[config.mk]
export PLATFORM = sky130hd
export DESIGN_NAME = linear_probe_hash_table
export DESIGN_NICKNAME = d
export VERILOG_FILES = /design/src/hw/rtl/lpht_pkg.sv /design/src/hw/rtl/lpht_front.sv /design/src/hw/rtl/lpht_queue.sv /design/src/hw/rtl/lpht_back.sv /design/src/hw/rtl/linear_probe_hash_table.sv
export SDC_FILE = /design/constraint.sdc
export NUM_CORES = 2
export LEC_CHECK = 0
export BUFFER_PORTS_ARGS = -buffer_cell sky130_fd_sc_hd__buf_2
export CAP_MARGIN = 10
export CORE_MARGIN = 3
export CORE_UTILIZATION = 65
export CTS_CLUSTER_DIAMETER = 150
export CTS_CLUSTER_SIZE = 20
export DETAILED_ROUTE_END_ITERATION = 8
export GPL_ROUTABILITY_DRIVEN = 0
export GPL_TIMING_DRIVEN = 0
export PLACE_DENSITY_LB_ADDON = 0.3
export SLEW_MARGIN = 15
export SYNTH_ARGS = -nofsm -noshare
export SYNTH_HDL_FRONTEND = slang
export SYNTH_SLANG_ARGS = --single-unit
[constraint.sdc]
create_clock -name clk_i -period 19.4 [get_ports clk_i]
set_clock_uncertainty 0.05 [all_clocks]
set_input_delay 1.94 -clock clk_i [delete_from_list [all_inputs] [get_ports clk_i]]
set_output_delay 1.94 -clock clk_i [all_outputs]
set_load 0.005 [all_outputs]
[src/hw/rtl/lpht_pkg.sv]
// Shared types and constants for the linear-probing hash table.
package lpht_pkg;

  localparam int KEY_W       = 64;
  localparam int IN_VALUE_W  = 32;
  localparam int SLOT_NUM_W  = 4;
  localparam int TOTAL_W     = 5;
  localparam int MAX_IDX_W   = 12;
  localparam int DIGIT_BITS  = 8;
  localparam int DIGITS      = KEY_W / DIGIT_BITS;
  localparam int DIGIT_CNT_W = $clog2(DIGITS + 1);
  localparam int QUEUE_DEPTH = 2;
  localparam int QPTR_W      = $clog2(QUEUE_DEPTH);
  localparam int QCNT_W      = $clog2(QUEUE_DEPTH + 1);

  typedef enum logic [1:0] {
    CMD_LOOKUP = 2'd0,
    CMD_INSERT = 2'd1,
    CMD_READ   = 2'd2,
    CMD_NONE   = 2'd3
  } lpht_cmd_e;

  typedef enum logic [1:0] {
    ST_HIT  = 2'd0,
    ST_MISS = 2'd1,
    ST_NEW  = 2'd2,
    ST_FULL = 2'd3
  } lpht_status_e;

  typedef enum logic [1:0] {
    K_LOOKUP = 2'd0,
    K_INSERT = 2'd1,
    K_READ   = 2'd2,
    K_SKIP   = 2'd3
  } lpht_kind_e;

  typedef enum logic [1:0] {
    BK_CLEAR = 2'd0,
    BK_IDLE  = 2'd1,
    BK_PROBE = 2'd2
  } lpht_back_state_e;

  typedef struct packed {
    lpht_kind_e              kind;
    logic [KEY_W-1:0]        key_hash;
    logic [IN_VALUE_W-1:0]   write_value;
    logic [MAX_IDX_W-1:0]    home;
    logic [SLOT_NUM_W-1:0]   slot_number;
  } lpht_item_t;

endpackage

[src/hw/rtl/lpht_front.sv]
// Front end: accepts input words, classifies them and works out the home slot.
module lpht_front #(
  parameter int SLOTS = 16
) (
  input  logic                                  clk_i,
  input  logic                                  rst_ni,
  input  logic                                  in_valid_i,
  output logic                                  in_ready_o,
  input  logic [1:0]                            cmd_i,
  input  logic [lpht_pkg::KEY_W-1:0]            key_hash_i,
  input  logic [lpht_pkg::IN_VALUE_W-1:0]       write_value_i,
  input  logic [lpht_pkg::SLOT_NUM_W-1:0]       slot_number_i,
  output logic                                  push_valid_o,
  output lpht_pkg::lpht_item_t                  push_item_o,
  input  logic                                  push_ready_i
);
  import lpht_pkg::*;

  localparam int  IDX_W   = $clog2(SLOTS);
  localparam bit  IS_POW2 = (SLOTS & (SLOTS - 1)) == 0;

  logic                   stg_v_q, stg_v_d;
  lpht_item_t             stg_q, stg_d;
  logic [KEY_W-1:0]       sh_q, sh_d;
  logic [IDX_W-1:0]       rem_q, rem_d;
  logic [DIGIT_CNT_W-1:0] dig_q, dig_d;
  logic                   done;
  logic                   accept;
  logic [IDX_W-1:0]       rem_next;
  logic [IDX_W:0]         trial;
  lpht_item_t             new_item;

  assign done         = dig_q == DIGIT_CNT_W'(DIGITS);
  assign push_valid_o = stg_v_q && done;
  assign push_item_o  = stg_q;
  assign in_ready_o   = !stg_v_q || (done && push_ready_i);
  assign accept       = in_valid_i && in_ready_o;

  always_comb begin
    rem_next = rem_q;
    trial    = '0;
    for (int i = 0; i < DIGIT_BITS; i++) begin
      trial = {rem_next, sh_q[KEY_W-1-i]};
      if (trial >= (IDX_W + 1)'(SLOTS)) begin
        trial = trial - (IDX_W + 1)'(SLOTS);
      end
      rem_next = trial[IDX_W-1:0];
    end
  end

  always_comb begin
    new_item             = '0;
    new_item.key_hash    = key_hash_i;
    new_item.write_value = write_value_i;
    new_item.home        = MAX_IDX_W'(key_hash_i[IDX_W-1:0]);
    new_item.slot_number = slot_number_i;
    case (lpht_cmd_e'(cmd_i))
      CMD_LOOKUP: new_item.kind = K_LOOKUP;
      CMD_INSERT: new_item.kind = K_INSERT;
      CMD_READ: begin
        if (int'(slot_number_i) < SLOTS) begin
          new_item.kind = K_READ;
          new_item.home = MAX_IDX_W'(slot_number_i);
        end else begin
          new_item.kind = K_SKIP;
        end
      end
      default: begin
        new_item.kind        = K_SKIP;
        new_item.slot_number = '0;
      end
    endcase
  end

  always_comb begin
    stg_v_d = stg_v_q;
    stg_d   = stg_q;
    sh_d    = sh_q;
    rem_d   = rem_q;
    dig_d   = dig_q;
    if (accept) begin
      stg_v_d = 1'b1;
      stg_d   = new_item;
      sh_d    = key_hash_i;
      rem_d   = '0;
      if (IS_POW2 || new_item.kind == K_READ || new_item.kind == K_SKIP) begin
        dig_d = DIGIT_CNT_W'(DIGITS);
      end else begin
        dig_d = '0;
      end
    end else if (push_valid_o && push_ready_i) begin
      stg_v_d = 1'b0;
    end else if (stg_v_q && !done) begin
      rem_d      = rem_next;
      stg_d.home = MAX_IDX_W'(rem_next);
      sh_d       = sh_q << DIGIT_BITS;
      dig_d      = dig_q + 1'b1;
    end
  end

  always_ff @(posedge clk_i or negedge rst_ni) begin
    if (!rst_ni) begin
      stg_v_q <= 1'b0;
      dig_q   <= '0;
    end else begin
      stg_v_q <= stg_v_d;
      dig_q   <= dig_d;
    end
  end

  always_ff @(posedge clk_i) begin
    stg_q <= stg_d;
    sh_q  <= sh_d;
    rem_q <= rem_d;
  end

endmodule

[src/hw/rtl/lpht_queue.sv]
// Two-entry queue between the front end and the probe engine.
module lpht_queue (
  input  logic                  clk_i,
  input  logic                  rst_ni,
  input  logic                  push_valid_i,
  input  lpht_pkg::lpht_item_t  push_item_i,
  output logic                  push_ready_o,
  output logic                  pop_valid_o,
  output lpht_pkg::lpht_item_t  pop_item_o,
  input  logic                  pop_i
);
  import lpht_pkg::*;

  lpht_item_t          ent_q [QUEUE_DEPTH];
  logic [QPTR_W-1:0]   wp_q, rp_q;
  logic [QCNT_W-1:0]   cnt_q;
  logic                do_push, do_pop;

  assign push_ready_o = cnt_q != QCNT_W'(QUEUE_DEPTH);
  assign pop_valid_o  = cnt_q != '0;
  assign pop_item_o   = ent_q[rp_q];
  assign do_push      = push_valid_i && push_ready_o;
  assign do_pop       = pop_i && pop_valid_o;

  always_ff @(posedge clk_i or negedge rst_ni) begin
    if (!rst_ni) begin
      wp_q  <= '0;
      rp_q  <= '0;
      cnt_q <= '0;
    end else begin
      if (do_push) begin
        wp_q <= wp_q + 1'b1;
      end
      if (do_pop) begin
        rp_q <= rp_q + 1'b1;
      end
      if (do_push && !do_pop) begin
        cnt_q <= cnt_q + 1'b1;
      end else if (do_pop && !do_push) begin
        cnt_q <= cnt_q - 1'b1;
      end
    end
  end

  always_ff @(posedge clk_i) begin
    if (do_push) begin
      ent_q[wp_q] <= push_item_i;
    end
  end

endmodule

[src/hw/rtl/lpht_back.sv]
// Probe engine: slot memories, probe walk, writes and the output register.
module lpht_back #(
  parameter int SLOTS      = 16,
  parameter int VALUE_BITS = 32
) (
  input  logic                                clk_i,
  input  logic                                rst_ni,
  input  logic                                q_valid_i,
  input  lpht_pkg::lpht_item_t                q_item_i,
  output logic                                q_pop_o,
  output logic                                out_valid_o,
  input  logic                                out_ready_i,
  output logic [1:0]                          status_o,
  output logic [lpht_pkg::IN_VALUE_W-1:0]     read_value_o,
  output logic [lpht_pkg::TOTAL_W-1:0]        entry_total_o,
  output logic [lpht_pkg::SLOT_NUM_W-1:0]     slot_touched_o
);
  import lpht_pkg::*;

  localparam int IDX_W = $clog2(SLOTS);

  lpht_back_state_e        state_q, state_d;
  lpht_item_t              cur_q, cur_d;
  logic [IDX_W-1:0]        addr_q, addr_d;
  logic [IDX_W-1:0]        chk_q, chk_d;
  logic [IDX_W-1:0]        seen_q, seen_d;
  logic [IDX_W-1:0]        clr_q;
  logic [TOTAL_W-1:0]      cnt_q, cnt_d;

  logic                    vld_mem [SLOTS];
  logic [KEY_W-1:0]        key_mem [SLOTS];
  logic [VALUE_BITS-1:0]   val_mem [SLOTS];
  logic                    rd_vld_q;
  logic [KEY_W-1:0]        rd_key_q;
  logic [VALUE_BITS-1:0]   rd_val_q;
  logic [IDX_W-1:0]        rd_addr;

  logic                    vld_we, vld_wd, key_we, val_we;
  logic [IDX_W-1:0]        wr_addr, home;
  logic [KEY_W-1:0]        rd_val_wide;

  logic                    out_v_q;
  lpht_status_e            st_q, st_d;
  logic [IN_VALUE_W-1:0]   rv_q, rv_d;
  logic [SLOT_NUM_W-1:0]   tc_q, tc_d;
  logic [TOTAL_W-1:0]      tot_q;
  logic                    out_free, load, start, decide, clr_last;

  function automatic logic [IDX_W-1:0] wrap_inc(input logic [IDX_W-1:0] a);
    wrap_inc = (a == IDX_W'(SLOTS - 1)) ? '0 : a + 1'b1;
  endfunction

  assign out_free     = !out_v_q || out_ready_i;
  assign home         = q_item_i.home[IDX_W-1:0];
  assign clr_last     = clr_q == IDX_W'(SLOTS - 1);
  assign rd_val_wide  = KEY_W'(rd_val_q);
  assign start        = state_q == BK_IDLE && q_valid_i && out_free &&
                        q_item_i.kind != K_SKIP;

  always_comb begin
    state_d = state_q;
    case (state_q)
      BK_CLEAR: if (clr_last) state_d = BK_IDLE;
      BK_IDLE:  if (start) state_d = BK_PROBE;
      BK_PROBE: if (decide) state_d = BK_IDLE;
      default:  state_d = BK_CLEAR;
    endcase
  end

  always_comb begin
    cur_d   = cur_q;
    addr_d  = addr_q;
    chk_d   = chk_q;
    seen_d  = seen_q;
    cnt_d   = cnt_q;
    rd_addr = addr_q;
    q_pop_o = 1'b0;
    load    = 1'b0;
    decide  = 1'b0;
    st_d    = ST_MISS;
    rv_d    = '0;
    tc_d    = '0;
    vld_we  = 1'b0;
    vld_wd  = 1'b0;
    key_we  = 1'b0;
    val_we  = 1'b0;
    wr_addr = chk_q;
    case (state_q)
      BK_CLEAR: begin
        vld_we  = 1'b1;
        wr_addr = clr_q;
      end
      BK_IDLE: begin
        if (q_valid_i && out_free) begin
          q_pop_o = 1'b1;
          if (q_item_i.kind == K_SKIP) begin
            load = 1'b1;
            tc_d = q_item_i.slot_number;
          end else begin
            cur_d   = q_item_i;
            rd_addr = home;
            chk_d   = home;
            addr_d  = wrap_inc(home);
            seen_d  = '0;
          end
        end
      end
      BK_PROBE: begin
        addr_d = wrap_inc(addr_q);
        chk_d  = addr_q;
        decide = 1'b1;
        if (cur_q.kind == K_READ) begin
          tc_d = SLOT_NUM_W'(chk_q);
          if (rd_vld_q) begin
            st_d = ST_HIT;
            rv_d = rd_val_wide[IN_VALUE_W-1:0];
          end
        end else if (!rd_vld_q) begin
          if (cur_q.kind == K_INSERT) begin
            vld_we = 1'b1;
            vld_wd = 1'b1;
            key_we = 1'b1;
            val_we = 1'b1;
            cnt_d  = cnt_q + 1'b1;
            st_d   = ST_NEW;
            tc_d   = SLOT_NUM_W'(chk_q);
          end
        end else if (rd_key_q == cur_q.key_hash) begin
          st_d = ST_HIT;
          tc_d = SLOT_NUM_W'(chk_q);
          if (cur_q.kind == K_INSERT) begin
            val_we = 1'b1;
          end else begin
            rv_d = rd_val_wide[IN_VALUE_W-1:0];
          end
        end else if (seen_q == IDX_W'(SLOTS - 1)) begin
          st_d = (cur_q.kind == K_INSERT) ? ST_FULL : ST_MISS;
        end else begin
          decide = 1'b0;
          seen_d = seen_q + 1'b1;
        end
        load = decide;
      end
      default: ;
    endcase
  end

  always_ff @(posedge clk_i) begin
    rd_vld_q <= vld_mem[rd_addr];
    rd_key_q <= key_mem[rd_addr];
    rd_val_q <= val_mem[rd_addr];
    if (vld_we) begin
      vld_mem[wr_addr] <= vld_wd;
    end
    if (key_we) begin
      key_mem[wr_addr] <= cur_q.key_hash;
    end
    if (val_we) begin
      val_mem[wr_addr] <= VALUE_BITS'(cur_q.write_value);
    end
  end

  always_ff @(posedge clk_i or negedge rst_ni) begin
    if (!rst_ni) begin
      state_q <= BK_CLEAR;
      clr_q   <= '0;
      cnt_q   <= '0;
      out_v_q <= 1'b0;
    end else begin
      state_q <= state_d;
      cnt_q   <= cnt_d;
      if (state_q == BK_CLEAR) begin
        clr_q <= clr_q + 1'b1;
      end
      if (load) begin
        out_v_q <= 1'b1;
      end else if (out_ready_i) begin
        out_v_q <= 1'b0;
      end
    end
  end

  always_ff @(posedge clk_i) begin
    cur_q  <= cur_d;
    addr_q <= addr_d;
    chk_q  <= chk_d;
    seen_q <= seen_d;
    if (load) begin
      st_q  <= st_d;
      rv_q  <= rv_d;
      tc_q  <= tc_d;
      tot_q <= cnt_d;
    end
  end

  assign out_valid_o    = out_v_q;
  assign status_o       = st_q;
  assign read_value_o   = rv_q;
  assign entry_total_o  = tot_q;
  assign slot_touched_o = tc_q;

endmodule

[src/hw/rtl/linear_probe_hash_table.sv]
// Top level of the linear-probing hash table.
// Usage:
//   Input channel (in_valid_i/in_ready_o) takes one word: cmd_i selects lookup by
//   key_hash_i, insert or update with write_value_i, or read of slot_number_i.
//   Output channel (out_valid_o/out_ready_i) returns one word per input word, in
//   order: status_o, read_value_o, entry_total_o and slot_touched_o.
//   The probe engine takes one word at a time and reads one slot per cycle from
//   the slot memories, probing one slot for a slot read and up to SLOTS when the
//   table is near full. A word passes the front-end register, the queue, the
//   probe walk and the output register. When SLOTS is not a power of two, the
//   home slot is reduced 8 key bits per cycle in the front end, which takes no new
//   word until it is done; this overlaps the probe walk of earlier words.
//   After reset the table is cleared one slot per cycle; input words are queued
//   meanwhile but no probe starts until the pass is done.
//   When the receiver stalls, the result is held in the output register, the
//   engine waits before starting the next word, and the front end and its
//   two-entry queue keep accepting input until they fill up.
module linear_probe_hash_table #(
  parameter int SLOTS      = 16,
  parameter int VALUE_BITS = 32
) (
  input  logic                                clk_i,
  input  logic                                rst_ni,
  input  logic                                in_valid_i,
  output logic                                in_ready_o,
  input  logic [1:0]                          cmd_i,
  input  logic [lpht_pkg::KEY_W-1:0]          key_hash_i,
  input  logic [lpht_pkg::IN_VALUE_W-1:0]     write_value_i,
  input  logic [lpht_pkg::SLOT_NUM_W-1:0]     slot_number_i,
  output logic                                out_valid_o,
  input  logic                                out_ready_i,
  output logic [1:0]                          status_o,
  output logic [lpht_pkg::IN_VALUE_W-1:0]     read_value_o,
  output logic [lpht_pkg::TOTAL_W-1:0]        entry_total_o,
  output logic [lpht_pkg::SLOT_NUM_W-1:0]     slot_touched_o
);
  import lpht_pkg::*;

  logic       push_valid, push_ready, q_valid, q_pop;
  lpht_item_t push_item, q_item;

  lpht_front #(
    .SLOTS (SLOTS)
  ) u_front (
    .clk_i         (clk_i),
    .rst_ni        (rst_ni),
    .in_valid_i    (in_valid_i),
    .in_ready_o    (in_ready_o),
    .cmd_i         (cmd_i),
    .key_hash_i    (key_hash_i),
    .write_value_i (write_value_i),
    .slot_number_i (slot_number_i),
    .push_valid_o  (push_valid),
    .push_item_o   (push_item),
    .push_ready_i  (push_ready)
  );

  lpht_queue u_queue (
    .clk_i        (clk_i),
    .rst_ni       (rst_ni),
    .push_valid_i (push_valid),
    .push_item_i  (push_item),
    .push_ready_o (push_ready),
    .pop_valid_o  (q_valid),
    .pop_item_o   (q_item),
    .pop_i        (q_pop)
  );

  lpht_back #(
    .SLOTS      (SLOTS),
    .VALUE_BITS (VALUE_BITS)
  ) u_back (
    .clk_i          (clk_i),
    .rst_ni         (rst_ni),
    .q_valid_i      (q_valid),
    .q_item_i       (q_item),
    .q_pop_o        (q_pop),
    .out_valid_o    (out_valid_o),
    .out_ready_i    (out_ready_i),
    .status_o       (status_o),
    .read_value_o   (read_value_o),
    .entry_total_o  (entry_total_o),
    .slot_touched_o (slot_touched_o)
  );

  a_full_clean: assert property (@(posedge clk_i) disable iff (!rst_ni)
    out_valid_o && status_o == ST_FULL |-> read_value_o == '0 && slot_touched_o == '0)
    else $error("full result carries data");

  a_new_counts: assert property (@(posedge clk_i) disable iff (!rst_ni)
    out_valid_o && status_o == ST_NEW |-> entry_total_o != '0)
    else $error("new entry with zero total");

  a_miss_zero: assert property (@(posedge clk_i) disable iff (!rst_ni)
    out_valid_o && status_o == ST_MISS |-> read_value_o == '0)
    else $error("miss returns a value");

endmodule

# Word-level counts from Yosys, hierarchy flattened
# Memories as Yosys holds them, arrays and structs flattened. A register that Yosys moved wholly into a read port is not among the register bits.
# Index checks and enable logic that the tools add are counted.
# W data, S select, Z words.
[totals]
reg_bits = 356
latchBits = 0
mem_bits_rw = 1780
romBits = 0
input_bits = 106
output_inout_bits = 45
wordCells = 215
mem_count = 4
[classes]
n_addsub = 18
n_mul = 0
n_div = 0
magnitude_cmp = 8
eq_ne = 25
n_shift = 0
mux = 98
bitwise_logic = 2
n_reduce_logical = 34
[mem_list]
columns = ["memory", "depth", "width", "rd", "rd_ports_with_merged_regs", "write_ports", "line", "rtl"]
rows = [
  ["u_back.key_mem", 16, 64, 1, 1, 1, "lpht_back.sv:31", "logic [KEY_W-1:0] key_mem [SLOTS];"],
  ["u_back.val_mem", 16, 32, 1, 1, 1, "lpht_back.sv:32", "logic [VALUE_BITS-1:0] val_mem [SLOTS];"],
  ["u_queue.ent_q", 2, 114, 1, 0, 1, "lpht_queue.sv:14", "lpht_item_t ent_q [QUEUE_DEPTH];"],
  ["u_back.vld_mem", 16, 1, 1, 1, 1, "lpht_back.sv:30", "logic vld_mem [SLOTS];"],
]
[op_table]
columns = ["operator", "n"]
rows = [
  ["$mux W64", 3],
  ["$mux W32", 5],
  ["$mux W4", 34],
  ["$eq A64 B64 Y1", 1],
  ["$ge A5 B5 Y1 const B", 8],
  ["$mux W12", 3],
  ["$pmux W4 S2", 4],
  ["$sub A4 B1 Y4 const B", 8],
  ["$mux W1", 30],
  ["$mux W2", 11],
  ["$add A4 B1 Y4 const B", 5],
  ["$eq A4 B4 Y1 const B", 5],
  ["$mux W5", 4],
  ["$ne A2 B2 Y1 const B", 8],
  ["$logic_and A1 B1 Y1", 12],
  ["$pmux W2 S3", 2],
  ["$reduce_bool A2 Y1", 6],
  ["$reduce_and A3 Y1", 3],
  ["$eq A2 B2 Y1 const B", 4],
  ["$ne A2 B1 Y1 const B", 4],
  ["$reduce_and A7 Y1", 1],
  ["$eq A2 B1 Y1 const B", 3],
  ["$add A5 B1 Y5 const B", 1],
  ["$logic_not A1 Y1", 5],
  ["other kinds (9)", 15],
]

# Longest topological paths before layout
[depth]
ltp_word = 19
ltp_mapped = 11
mapped_depth_nobuf = 10

# By module
# From an unflattened synthesis, not the netlist that was laid out.
[hier_totals]
cells_unflattened = 4233
area_unflattened_um2 = 81182.9
[by_module_without_submodules]
columns = ["mod", "n_inst", "cells_each", "area_per_inst_um2", "seq_area_each_um2"]
rows = [
  ["lpht_back", 1, 3630, 67548.5, 53441.3],
  ["lpht_queue", 1, 373, 8620.8, 6946.7],
  ["lpht_front", 1, 230, 5013.6, 4269.1],
]

# Least setup slack after synthesis
# OpenSTA, ideal clock, no wires.
[synth_path]
kind = "flip-flop to flip-flop"
from = "register u_back.state_q[0]"
to = "memory u_back.key_mem[7][0] (enable)"
setup_time_ns = 0.564
t_arrival_ns = 5.697
required_ns = 18.786
setup_slack_ns = 13.089
path_stages_with_launch = 6
path_buffers = 1
period_less_slack_ns = 6.311
path_cell_list = "dfrtp_1 inv_1 ha_1 clkbuf_1 a31oi_1 nor3_1"
[synth_via]
elab_chain_cells = 4
word_cells_on_any_way = 6
cone_classes = "1 x eq/ne; 4 x mux; 1 x reduce/logical"
[synth_rtl]
columns = ["item", "line", "rtl"]
rows = [
  ["start, declared", "lpht_back.sv:22", "lpht_back_state_e state_q, state_d;"],
  ["start signal, assigned", "lpht_back.sv:170", "state_q <= state_d;"],
  ["$eq A2 B2 Y1", "lpht_back.sv:88", "case (state_q)"],
  ["$mux W1", "lpht_back.sv:88", ""],
  ["$mux W1", "lpht_back.sv:155", "if (key_we) begin"],
  ["$mux W1 (implied by the code)", "lpht_back.sv:156", "key_mem[wr_addr] <= cur_q.key_hash;"],
  ["end, declared", "lpht_back.sv:31", ""],
]
# Parallel ways exist; a longest one is shown, timed or not.

# Worst setup path in the final report
[layout_path]
from = "input out_ready_i"
to = "register u_back.rd_val_q[28], read port of u_back.val_mem"
[layout_via]
elab_chain_cells = 4
[layout_rtl]
columns = ["item", "line", "rtl"]
rows = [
  ["start, declared", "linear_probe_hash_table.sv:31", "input logic out_ready_i,"],
  ["$logic_or A1 B1 Y1", "lpht_back.sv:53", "assign out_free = !out_v_q || out_ready_i;"],
  ["$logic_and A1 B1 Y1", "lpht_back.sv:94", "if (q_valid_i && out_free) begin"],
  ["$mux W4", "lpht_back.sv:94", ""],
  ["$mux W4", "lpht_back.sv:88", ""],
  ["end, declared", "lpht_back.sv:35", "logic [VALUE_BITS-1:0] rd_val_q;"],
]
# No other way between the ends.
# A chain may end at the register's enable or synchronous reset.

==> key figures <==
Status
  • Status: finished clean

Drt
  • Routed len/inst: about 29 um
  • # DRC: 0
  • Final ANT Viol Nets: 0
  • Starting DRT DRC Count: 5572
  • Final WL: 182000 um
  • Vias: approximately 40000
  • First-pass DRT Iterations: 6
  • Routed vias/inst: roughly 6.5

Clock tree
  • CTS Sinks: approximately 2200
  • Root buffer cell: clkbuf_16
  • Clk_lat worst skew: roughly 760 ps
  • CTS Buf Count: about 120
  • Largest buffer count on any clock path: 3
  • # H-tree levels: 3
  • Clock Pin Slew Worst Setup and Hold Paths: 80 ps
  • Hold_buf cts: 0
  • CTS tree: built
  • Post-CTS resize count: 0
  • Setup Fix Bufs, Post-CTS: 0

Die
  • DIE WIDTH: 357 um
  • Rows: roughly 130
  • Die area: 127000 um^2
  • Total I/O pin count: 151
  • Core ar.: around 120000 um^2
  • Die Y: around 360 um
  • Initial Util: 0.656

Global route
  • Pin count of the biggest net entering global routing: 49
  • Gr ovfl total: 0
  • Number of global-route vias before repair: 40700
  • Global-route wire length before repair: about 260000 um
  • GRT Overall Usage: 0.285
  • Initial antenna violation count: 6

Timing
  • RSZ-0062 raised after global routing: no
  • Max Slew Vio Count: 0
  • Setup TNS: 0 ps
  • Setup Viol. Count Final: 0
  • Min Tclk post-route: a little under 6000 ps
  • Worst slew pin tran: ~1200 ps
  • Hold Violations, Final: 0
  • Slew HR: 0.196
  • Final Cycle Share: 0.303
  • Peak Freq: 170 MHz

Power
  • Internal Power: 8.79 mW
  • Power density cells: roughly 150 nW/um^2
  • Comb power frac: 0.319
  • Sequential power share: 0.487
  • Clock share of power: 0.194
  • P_sw: 4.53 mW
  • IR drop worst, VDD: 0.145 mV
  • Sw Share: 0.340
  • LEAKAGE: slightly above 30 nW

Job
  • Maxcap violations: 0

Synth
  • Post-synthesis sequential area ratio: 0.801
  • Synth Flop Type: edfxtp_1
  • Flops & latches, synth: 2173
  • Post-synthesis cell count: between 4000 and 5000
  • Unique cell type count in the Yosys netlist: 47
  • Synth cell count leaders: edfxtp_1, mux2i_1, o22ai_1, nand2_1, mux2_2
  • Yosys warns: 0
  • Synth Cell Area: 80100 um^2
  • Avg Cell Area, Syn: about 19 um^2
  • Synth area leader: edfxtp_1
  • Post-synthesis simple-gate area fraction: 0.0278
  • XOR/XNOR Fraction of Synth Area: 0.00908
  • Most frequent cell after synthesis: edfxtp_1
  • Async S/R FF share, synth: 0.00966
  • Syn Nets: 4341
  • Post-synth EDFFs: between 2000 and 2500
  • Fraction of the mapped netlist area in compound gates: 0.0339
  • Mux cell area share after synthesis: 0.113
  • Synth Area in Adders: 0.00216
  • Synth top area share: 0.771
  • Combinational family with the most area after synthesis: multiplexers
  • Synth top area cells: edfxtp_1, mux2i_1, o22ai_1, dfxtp_1, mux2_2

Hold path
  • WHS Endpoint: u_queue.ent_q[1][51]$_DFFE_PP_
  • Hold Crit Depth: 0
  • HP Start: u_front.push_item_o[51]$_DFFE_PP_
  • HP Class: register to register

Worst setup path
  • Critical Path AT: 6410 ps
  • WP data required: 19940 ps
  • Setup crit start kind: input port
  • Worst Setup Path Type: input port to register
  • Reg-to-reg setup timing slack: between 10000 and 15000 ps
  • Crit path capture type: register
  • Reg2Reg Depth: 8
  • RR Endpoint: u_back.val_mem[2][17]$_DFFE_PP_
  • Worst r2r src: u_back.cur_q[95]$_DFFE_PP_
  • Crit path max fanout: 31

Placed design
  • PortBufs: 150
  • DP HPWL: ~120000 um
  • Placed cells: a little over 6000

Finish
  • Non-Filler Instances: ~6300
  • Total Nets Final: 4737
  • Area Overhead vs Synth: 10.7%
  • Share of layout cells above drive strength 1: 0.142
  • Fillers: 6959
==> layout by cell type, fill, tap and decap left out, drive strengths merged, types with 2 or more instances in the layout <==
cell type / instances
a21o: 2
a21oi: 12
a31oi: 7
and2: 40
and3: 6
buf: 393
clkbuf: 299
clkinv: 2
dfrtp: 21
dfxtp: 97
diode: 4
edfxtp: 2055
ha: 13
inv: 17
mux2: 107
mux2i: 787
nand2: 123
nand2b: 7
nand3: 10
nand4: 24
nor2: 59
nor2b: 9
nor3: 17
nor3b: 2
nor4: 4
o21ai: 15
o22ai: 389
or2: 11
or4: 97
xnor2: 76
xor2: 7
==> power by group through the flow <==
| stage | combinational, mW | clock, mW | sequential (mW) |
|---|---|---|---|
| after floorplan | 2.67 | 0 | 6.44 |
| after CTS | 4.20 | 2.60 | 6.47 |
| after global placement | 3.98 | 0 | 6.59 |
| after global routing | 4.42 | 2.77 | 6.55 |
| final | 4.25 | 2.58 | 6.48 |
| after detailed placement | 4.17 | 0 | 6.57 |
==> routing by layer <==
metal	global-route usage	vias up	share of wire	routed length [um]
li1	-	17600	-	-
met1	0.403	20700	0.38	69700
met2	0.456	2434	0.48	87400
met3	0.0477	382	0.10	18400
met4	0.101	0	0.034	6250
met5	0	-	0	0
==> kinds of logic (layout without fill, tap and decap cells) <==
logic type | count (synthesis) | after routing
AOI/OAI and AO/OA | 434 | 434
xor gates and xnor gates | 83 | 83
adders and majority gates | 14 | 14
buffers and inverters | 214 | 711
DFF | 2173 | 2173
muxes | 894 | 894
other | 0 | 4
and+or+nand+nor | 410 | 410
==> flip-flops by register name, summed over array words and instances, names as in the netlist, 4 cells and up <==
register / flops
u_back.slot_touched_o: 4
u_front.push_item_o: 106
u_back.cur_q: 98
u_back.val_mem: 512
u_back.rd_val_q: 32
u_back.cnt_q: 5
u_queue.ent_q: 212
u_back.entry_total_o: 5
u_front.dig_q: 4
u_back.read_value_o: 32
u_front.sh_q: 32
u_back.seen_q: 4
u_back.addr_q: 4
u_back.clr_q: 4
u_back.key_mem: 1024
u_back.rd_key_q: 64
u_back.chk_q: 4
u_back.vld_mem: 16
==> how the worst max path moves through the flow <==
stage          cells after the start                     startpoint                          endpoint
2_1_floorplan                      5  u_back.state_q[0]$_DFFE_PN0P_    u_back.key_mem[7][0]$_DFFE_PP_
3_3_place_gp                       5  u_back.state_q[0]$_DFFE_PN0P_  u_back.key_mem[12][37]$_DFFE_PP_
3_5_place_dp                      12                    out_ready_i       u_back.rd_val_q[28]$_DFF_P_
4_1_cts                           12                    out_ready_i       u_back.rd_val_q[28]$_DFF_P_
5_1_grt                           12                    out_ready_i       u_back.rd_val_q[28]$_DFF_P_
6_report                          12                    out_ready_i       u_back.rd_val_q[28]$_DFF_P_
==> final cells by class <==
class                      instances  area, um^2  area share
multi-input combinational       1835       15200       0.171
timing repair buffer             276        2810      0.0317
buffer                           199         931      0.0105
clock buffer                     217        3410      0.0385
antenna                            4        10.0    0.000113
tap                             1625        2030      0.0229
inverter                          15        56.3    0.000635
sequential                      2173       64200       0.724
clock inverter                     4        42.5    0.000480
==> through the flow <==
step | setup slack [ps] | power (mW) | utilization | hold slack [ps] | cell area, um^2
4_1_cts | 13620 | 13.3 | 0.726 | 396 | 88600
6_report | 13520 | 13.3 | 0.726 | 397 | 88600
2_1_floorplan | 13090 | 9.11 | - | 371 | 80100
3_3_place_gp | 7700 | 10.6 | 0.679 | 372 | 82900
5_1_grt | 13440 | 13.7 | 0.726 | 404 | 88600
3_5_place_dp | 12900 | 10.7 | 0.698 | 380 | 85200
==> worst max-delay path: stages <==
cell and delay, ps:
buf_2 80, nand2b_1 200, o211ai_2 260, nor2_8 460, buf_12 300, mux2i_1 380
buf_2 330, clkbuf_1 880, buf_2 590, mux2i_1 300, o22ai_1 130, or4_1 510
No activity file was read; power rests on OpenSTA's default activity.
